File: src/rtl/core/assert_macros.svh
// ----------------------------------------------------------------------------
// assert_macros.svh
// Assertion shorthands used by the TV-out top level.
// ----------------------------------------------------------------------------
`ifndef ASSERT_MACROS_SVH
`define ASSERT_MACROS_SVH

// Checked at every clock edge outside reset.
`define TVO_ASSERT(lbl, prop, msg) \
  lbl: assert property (@(posedge clk) disable iff (!rst_n) prop) else $error(msg);

// Checked at every clock edge, reset included.
`define TVO_ASSERT_ALWAYS(lbl, prop, msg) \
  lbl: assert property (@(posedge clk) prop) else $error(msg);

`endif

File: src/rtl/core/tvo_pkg.sv
// ----------------------------------------------------------------------------
// tvo_pkg
// Shared constants, codes and controller/datapath interface types.
// ----------------------------------------------------------------------------
package tvo_pkg;

  localparam int BANK_BYTES      = 256;
  localparam int WORDS_PER_BANK  = BANK_BYTES / 4;
  localparam int WORD_W          = $clog2(WORDS_PER_BANK);
  localparam int STORE_DEPTH     = 3 * WORDS_PER_BANK;
  localparam int ADDR_W          = $clog2(STORE_DEPTH);
  // offset + count must fit for the range check
  localparam int LIM_W           = (BANK_BYTES > 256) ? $clog2(BANK_BYTES) + 1 : 9;

  localparam int ENC_STATUS_WORD = 1;
  localparam int ENC_MASK_WORD   = 2;
  localparam int MIX_STATUS_WORD = 1;
  localparam int VSYNC_MASK_BIT  = 0;

  localparam bit ENC_STATUS_OK   = (ENC_STATUS_WORD < WORDS_PER_BANK);
  localparam bit ENC_MASK_OK     = (ENC_MASK_WORD < WORDS_PER_BANK);
  localparam bit MIX_STATUS_OK   = (MIX_STATUS_WORD < WORDS_PER_BANK);
  localparam logic [WORD_W-1:0] ENC_STATUS_IDX = WORD_W'(ENC_STATUS_WORD);
  localparam logic [WORD_W-1:0] ENC_MASK_IDX   = WORD_W'(ENC_MASK_WORD);
  localparam logic [WORD_W-1:0] MIX_STATUS_IDX = WORD_W'(MIX_STATUS_WORD);

  localparam logic [31:0] PERIOD_RESET = 32'd400000;

  // 33-bit dividend (phase + ticks), one quotient bit per step
  localparam int DIV_STEPS = 33;
  localparam int DIV_CNT_W = $clog2(DIV_STEPS);

  typedef enum logic [1:0] {
    ACT_READ,
    ACT_WRITE,
    ACT_TICK,
    ACT_NONE
  } act_t;

  typedef enum logic [1:0] {
    BANK_CTRL,
    BANK_MIX,
    BANK_ENC,
    BANK_BAD
  } bank_t;

  typedef enum logic [3:0] {
    ST_IDLE,
    ST_DEC,
    ST_RD_A,
    ST_CAP_A,
    ST_CAP_B,
    ST_WR_A,
    ST_RD_B,
    ST_WR_B,
    ST_DIV,
    ST_DIV_END,
    ST_FIN
  } state_t;

  typedef struct packed {
    logic load;
    logic rd_a;
    logic rd_b;
    logic cap_a;
    logic cap_b;
    logic wr_a;
    logic wr_b;
    logic div_step;
    logic div_end;
    logic finish;
  } dp_cmd_t;

  typedef struct packed {
    act_t act;
    logic acc_ok;
    logic need_b;
    logic tick_go;
    logic div_last;
    logic out_free;
  } dp_sts_t;

endpackage

File: src/rtl/core/tvo_ctrl.sv
// ----------------------------------------------------------------------------
// tvo_ctrl
// Sequencer: decode, store read/modify/write steps, divider steps, result.
// ----------------------------------------------------------------------------
module tvo_ctrl (
  input  logic              clk,
  input  logic              rst_n,
  input  logic              in_valid,
  output logic              in_ready,
  input  tvo_pkg::dp_sts_t  sts,
  output tvo_pkg::dp_cmd_t  cmd
);

  import tvo_pkg::*;

  state_t state_r;
  state_t state_nxt;

  always_ff @(posedge clk) begin
    if (!rst_n) begin
      state_r <= ST_IDLE;
    end else begin
      state_r <= state_nxt;
    end
  end

  always_comb begin
    state_nxt = state_r;
    unique case (state_r)
      ST_IDLE: begin
        if (in_valid) state_nxt = ST_DEC;
      end
      ST_DEC: begin
        unique case (sts.act) inside
          ACT_READ, ACT_WRITE: state_nxt = sts.acc_ok ? ST_RD_A : ST_FIN;
          ACT_TICK:            state_nxt = sts.tick_go ? ST_DIV : ST_FIN;
          default:             state_nxt = ST_FIN;
        endcase
      end
      ST_RD_A:    state_nxt = (sts.act == ACT_WRITE) ? ST_WR_A : ST_CAP_A;
      ST_CAP_A:   state_nxt = sts.need_b ? ST_CAP_B : ST_FIN;
      ST_CAP_B:   state_nxt = ST_FIN;
      ST_WR_A:    state_nxt = sts.need_b ? ST_RD_B : ST_FIN;
      ST_RD_B:    state_nxt = ST_WR_B;
      ST_WR_B:    state_nxt = ST_FIN;
      ST_DIV:     state_nxt = sts.div_last ? ST_DIV_END : ST_DIV;
      ST_DIV_END: state_nxt = ST_FIN;
      ST_FIN: begin
        if (sts.out_free) state_nxt = ST_IDLE;
      end
      default:    state_nxt = ST_IDLE;
    endcase
  end

  always_comb begin
    cmd      = '0;
    in_ready = 1'b0;
    unique case (state_r)
      ST_IDLE: begin
        in_ready = 1'b1;
        cmd.load = in_valid;
      end
      ST_RD_A:    cmd.rd_a = 1'b1;
      ST_CAP_A: begin
        cmd.cap_a = 1'b1;
        cmd.rd_b  = sts.need_b;
      end
      ST_CAP_B:   cmd.cap_b    = 1'b1;
      ST_WR_A:    cmd.wr_a     = 1'b1;
      ST_RD_B:    cmd.rd_b     = 1'b1;
      ST_WR_B:    cmd.wr_b     = 1'b1;
      ST_DIV:     cmd.div_step = 1'b1;
      ST_DIV_END: cmd.div_end  = 1'b1;
      ST_FIN:     cmd.finish   = sts.out_free;
      default:    cmd          = '0;
    endcase
  end

endmodule

File: config.mk
export PLATFORM = sky130hd
export DESIGN_NAME = tvo_ctrl
export DESIGN_NICKNAME = d
export VERILOG_FILES = /design/src/rtl/core/assert_macros.svh /design/src/rtl/core/tvo_pkg.sv /design/src/rtl/core/tvo_ctrl.sv
export SDC_FILE = /design/constraint.sdc
export NUM_CORES = 1
export LEC_CHECK = 0
export ABC_AREA = 1
export BUFFER_PORTS_ARGS = -buffer_cell sky130_fd_sc_hd__buf_2
export CELL_PAD_IN_SITES_DETAIL_PLACEMENT = 0
export CELL_PAD_IN_SITES_GLOBAL_PLACEMENT = 2
export CORE_UTILIZATION = 20
export DETAILED_ROUTE_END_ITERATION = 12
export PLACE_DENSITY = 0.8
export SYNTH_ARGS = -nofsm -noshare
export SYNTH_HDL_FRONTEND = slang
export SYNTH_SLANG_ARGS = --single-unit
export TNS_END_PERCENT = 5
File: constraint.sdc
create_clock -name clk -period 1.55 [get_ports clk]
set_clock_uncertainty 0.15 [all_clocks]
set_input_delay 0.155 -clock clk [delete_from_list [all_inputs] [get_ports clk]]
set_output_delay 0.155 -clock clk [all_outputs]
set_load 0.05 [all_outputs]
==> flow_summary_export.csv <==
group,metric,value,unit
die,start_util,0.222,
clock_network,cts_setup_buffers,0,
timing,slew_headroom,0.834,
finish,top_regs,"state_r (4)",
timing,min_period,1.53,ns
setup_path,path_class,"reg2out",
finish,antennaDiodeCount,0,
timing,rsz0062_at_grt,"true",
global_routing,overflow,0,
clock_network,cts_buffers,3,
detailed_routing,via_count,525,
clock_network,cts-root-buf,"clkbuf_4",
synth,synth.avg_cell_area,5.72,µm²
synth,synth_area,458,µm²
die,io_pins,21,
setup_path,start_kind,"flop",
detailed_routing,drt_iter0_drc,5,
timing,worst_slack,0.0154,ns
die,fp.dieH,49.9,µm
power_and_ir_drop,total_power,1.20,mW
timing,tightest_slew,0.251,ns
clock_network,clk_path_buf_depth,2,
clock_network,cts_tree,"yes",
setup_path,crit_path_end_kind,"primary output",
clock_network,path_clk_slew,0.03,ns
timing,setup_viol,0,
clock_network,clkLatencyLatePin,0.24,ns
setup_path,critPathMaxFanout,5,
place,numPortBuffers,20,
finish,final_util,0.360,
global_routing,grt_max_degree,7,
place,post-dp-hpwl,1.01,mm
timing,finalHoldViolations,0,
finish,final_nets,116,
synth,ys_warn_count,0,
place,dp.cells,127,
detailed_routing,via_per_inst,4.01,
setup_path,crit_path_end,"cmd[4]",
setup_path,r2r_end,"state_r[2]$_SDFFE_PN0P_",
timing,fin_crit_sh,0.990,
synth,synth_fp_nets,90,
die,die-area,2490,µm²
place,place_ws,0.0668,ns
finish,largest_reg_flops,4,
power_and_ir_drop,p_per_area,1620,nW/µm²
die,num_rows,16,
power_and_ir_drop,vdd_ir_drop_max,0.885,mV
clock_network,clock_sinks,4,
finish,fillers,232,
finish,stdcell_count,131,
finish,drive_above_1_share,0.538,
setup_path,reg2reg_slack,0.26,ns
status,outcome,"finished, final reports clean",
clock_network,htreeDepth,1,
setup_path,crit_required,1.24,ns
setup_path,r2r_start,"state_r[2]$_SDFFE_PN0P_",
die,core,2060,µm²
global_routing,track_usage,0.108,
global_routing,grt_pass1_wl,2.04,mm
timing,max_freq,652,MHz
detailed_routing,dr.pass1.iters,4,
setup_path,reg2reg_depth,6,
synth,seq_area_frac_synth,0.175,
power_and_ir_drop,leakage,0.427,nW
detailed_routing,drc_errors,0,
timing,drv_slew,0,
worst_hold_path,min-delay-path-class,"in2reg",
run,timing.max_cap.violations,0,
global_routing,first_global_vias,499,
global_routing,antenna_found_initial,0,
die,die_w,49.9,µm
synth,ys_types,16,
place,gp_congestion,0.785,
finish,regMostFlops,"state_r",
finish,syn2layout_area_growth,62.0,%
setup_path,arrival,1.23,ns
detailed_routing,antenna_left,0,
detailed_routing,wl_per_cell,9.15,µm
synth,ys_seq_elements,4,
synth,netlist_instances,80,
detailed_routing,wl,1.20,mm
setup_path,critPathLaunch,"state_r[2]$_SDFFE_PN0P_",
-- cells by family after synthesis --
logic type / after synthesis / share of synthesized area
AND/OR/NAND/NOR: 51 / 0.587
AO/OA/AOI/OAI: 3 / 0.0519
buffers and inverters: 22 / 0.186
flip-flops: 4 / 0.175
-- layout by cell type (no fill, tap or decap), types with 2 or more instances in the layout --
master / instances
nand2_1: 18
inv_1: 13
buf_2: 10
nand3_1: 8
nor2_4: 6
nand2_2: 6
nor2_1: 6
inv_2: 5
inv_4: 4
buf_6: 4
buf_4: 4
nor2_2: 3
clkbuf_4: 3
dfxtp_2: 3
buf_8: 2
-- critical path, stage by stage, from the launching register on --
cell and delay, ns:
dfxtp_4 0.40, inv_4 0.05, nor2_4 0.19, inv_4 0.08
nor2_8 0.12, buf_8 0.15
-- layer usage --
| metal | routed length (µm) | track usage |
|---|---|---|
| met1 | 581 | 0.137 |
| met4 | 15 | 0.0429 |
| met3 | 49 | 0.0216 |
| met2 | 552 | 0.176 |
| met5 | 0 | 0 |
-- layout make-up --
type / instances / area (µm²) / area share
timing repair buffer: 21 / 165 / 0.223
multi-input combinational: 54 / 340 / 0.459
clock buffer: 3 / 22.5 / 0.0304
inverter: 22 / 92.6 / 0.125
tap: 27 / 33.8 / 0.0455
sequential: 4 / 87.6 / 0.118
-- cells in the mapped netlist --
master	number	area share
nand2_2	4	0.055
a31oi_1	1	0.014
nor2_2	4	0.055
nor2_4	3	0.074
inv_1	13	0.11
nand2_1	21	0.17
nor2_1	8	0.066
inv_4	1	0.014
nor2_8	1	0.044
nand3_2	1	0.022
dfxtp_1	4	0.17
a31oi_2	1	0.027
nor4_1	1	0.014
inv_2	8	0.066
nand3_1	8	0.087
o21ai_0	1	0.011
-- metrics by stage --
stage                     area [µm²]  hold slack, ns  TNS [ns]
final                            742          0.0851         0
after global routing             742          0.0839   -0.0991
after CTS                        677          0.0854   -0.0568
after detailed placement         614           0.228         0
after global placement           614           0.229         0
after floorplan                  480           0.103    -0.248
-- where the power goes --
part	internal, mW	switching [mW]	total (mW)	leakage [nW]
sequential	0.145	0.0623	0.208	0.0347
clock	0.0867	0.0434	0.130	0.0138
combinational	0.263	0.599	0.862	0.378
total	0.495	0.705	1.20	0.427
-- worst min-delay path by stage --
stage	cells past startpoint	startpoint	to
4_1_cts	3	sts[3]	state_r[2]$_SDFFE_PN0P_
5_1_grt	3	sts[3]	state_r[2]$_SDFFE_PN0P_
3_3_place_gp	3	rst_n	state_r[3]$_SDFFE_PN0P_
3_5_place_dp	3	rst_n	state_r[1]$_SDFFE_PN0P_
2_1_floorplan	2	rst_n	state_r[1]$_SDFFE_PN0P_
6_report	3	sts[3]	state_r[2]$_SDFFE_PN0P_
-- repair_timing --
action	CTS	global route
setup endpoints to repair	10	10
hold buffers	1	0
pin swaps	0	2
gates resized for setup	13	21
endpoints found under the hold margin	2	0
No activity file was read; power rests on OpenSTA's default activity.
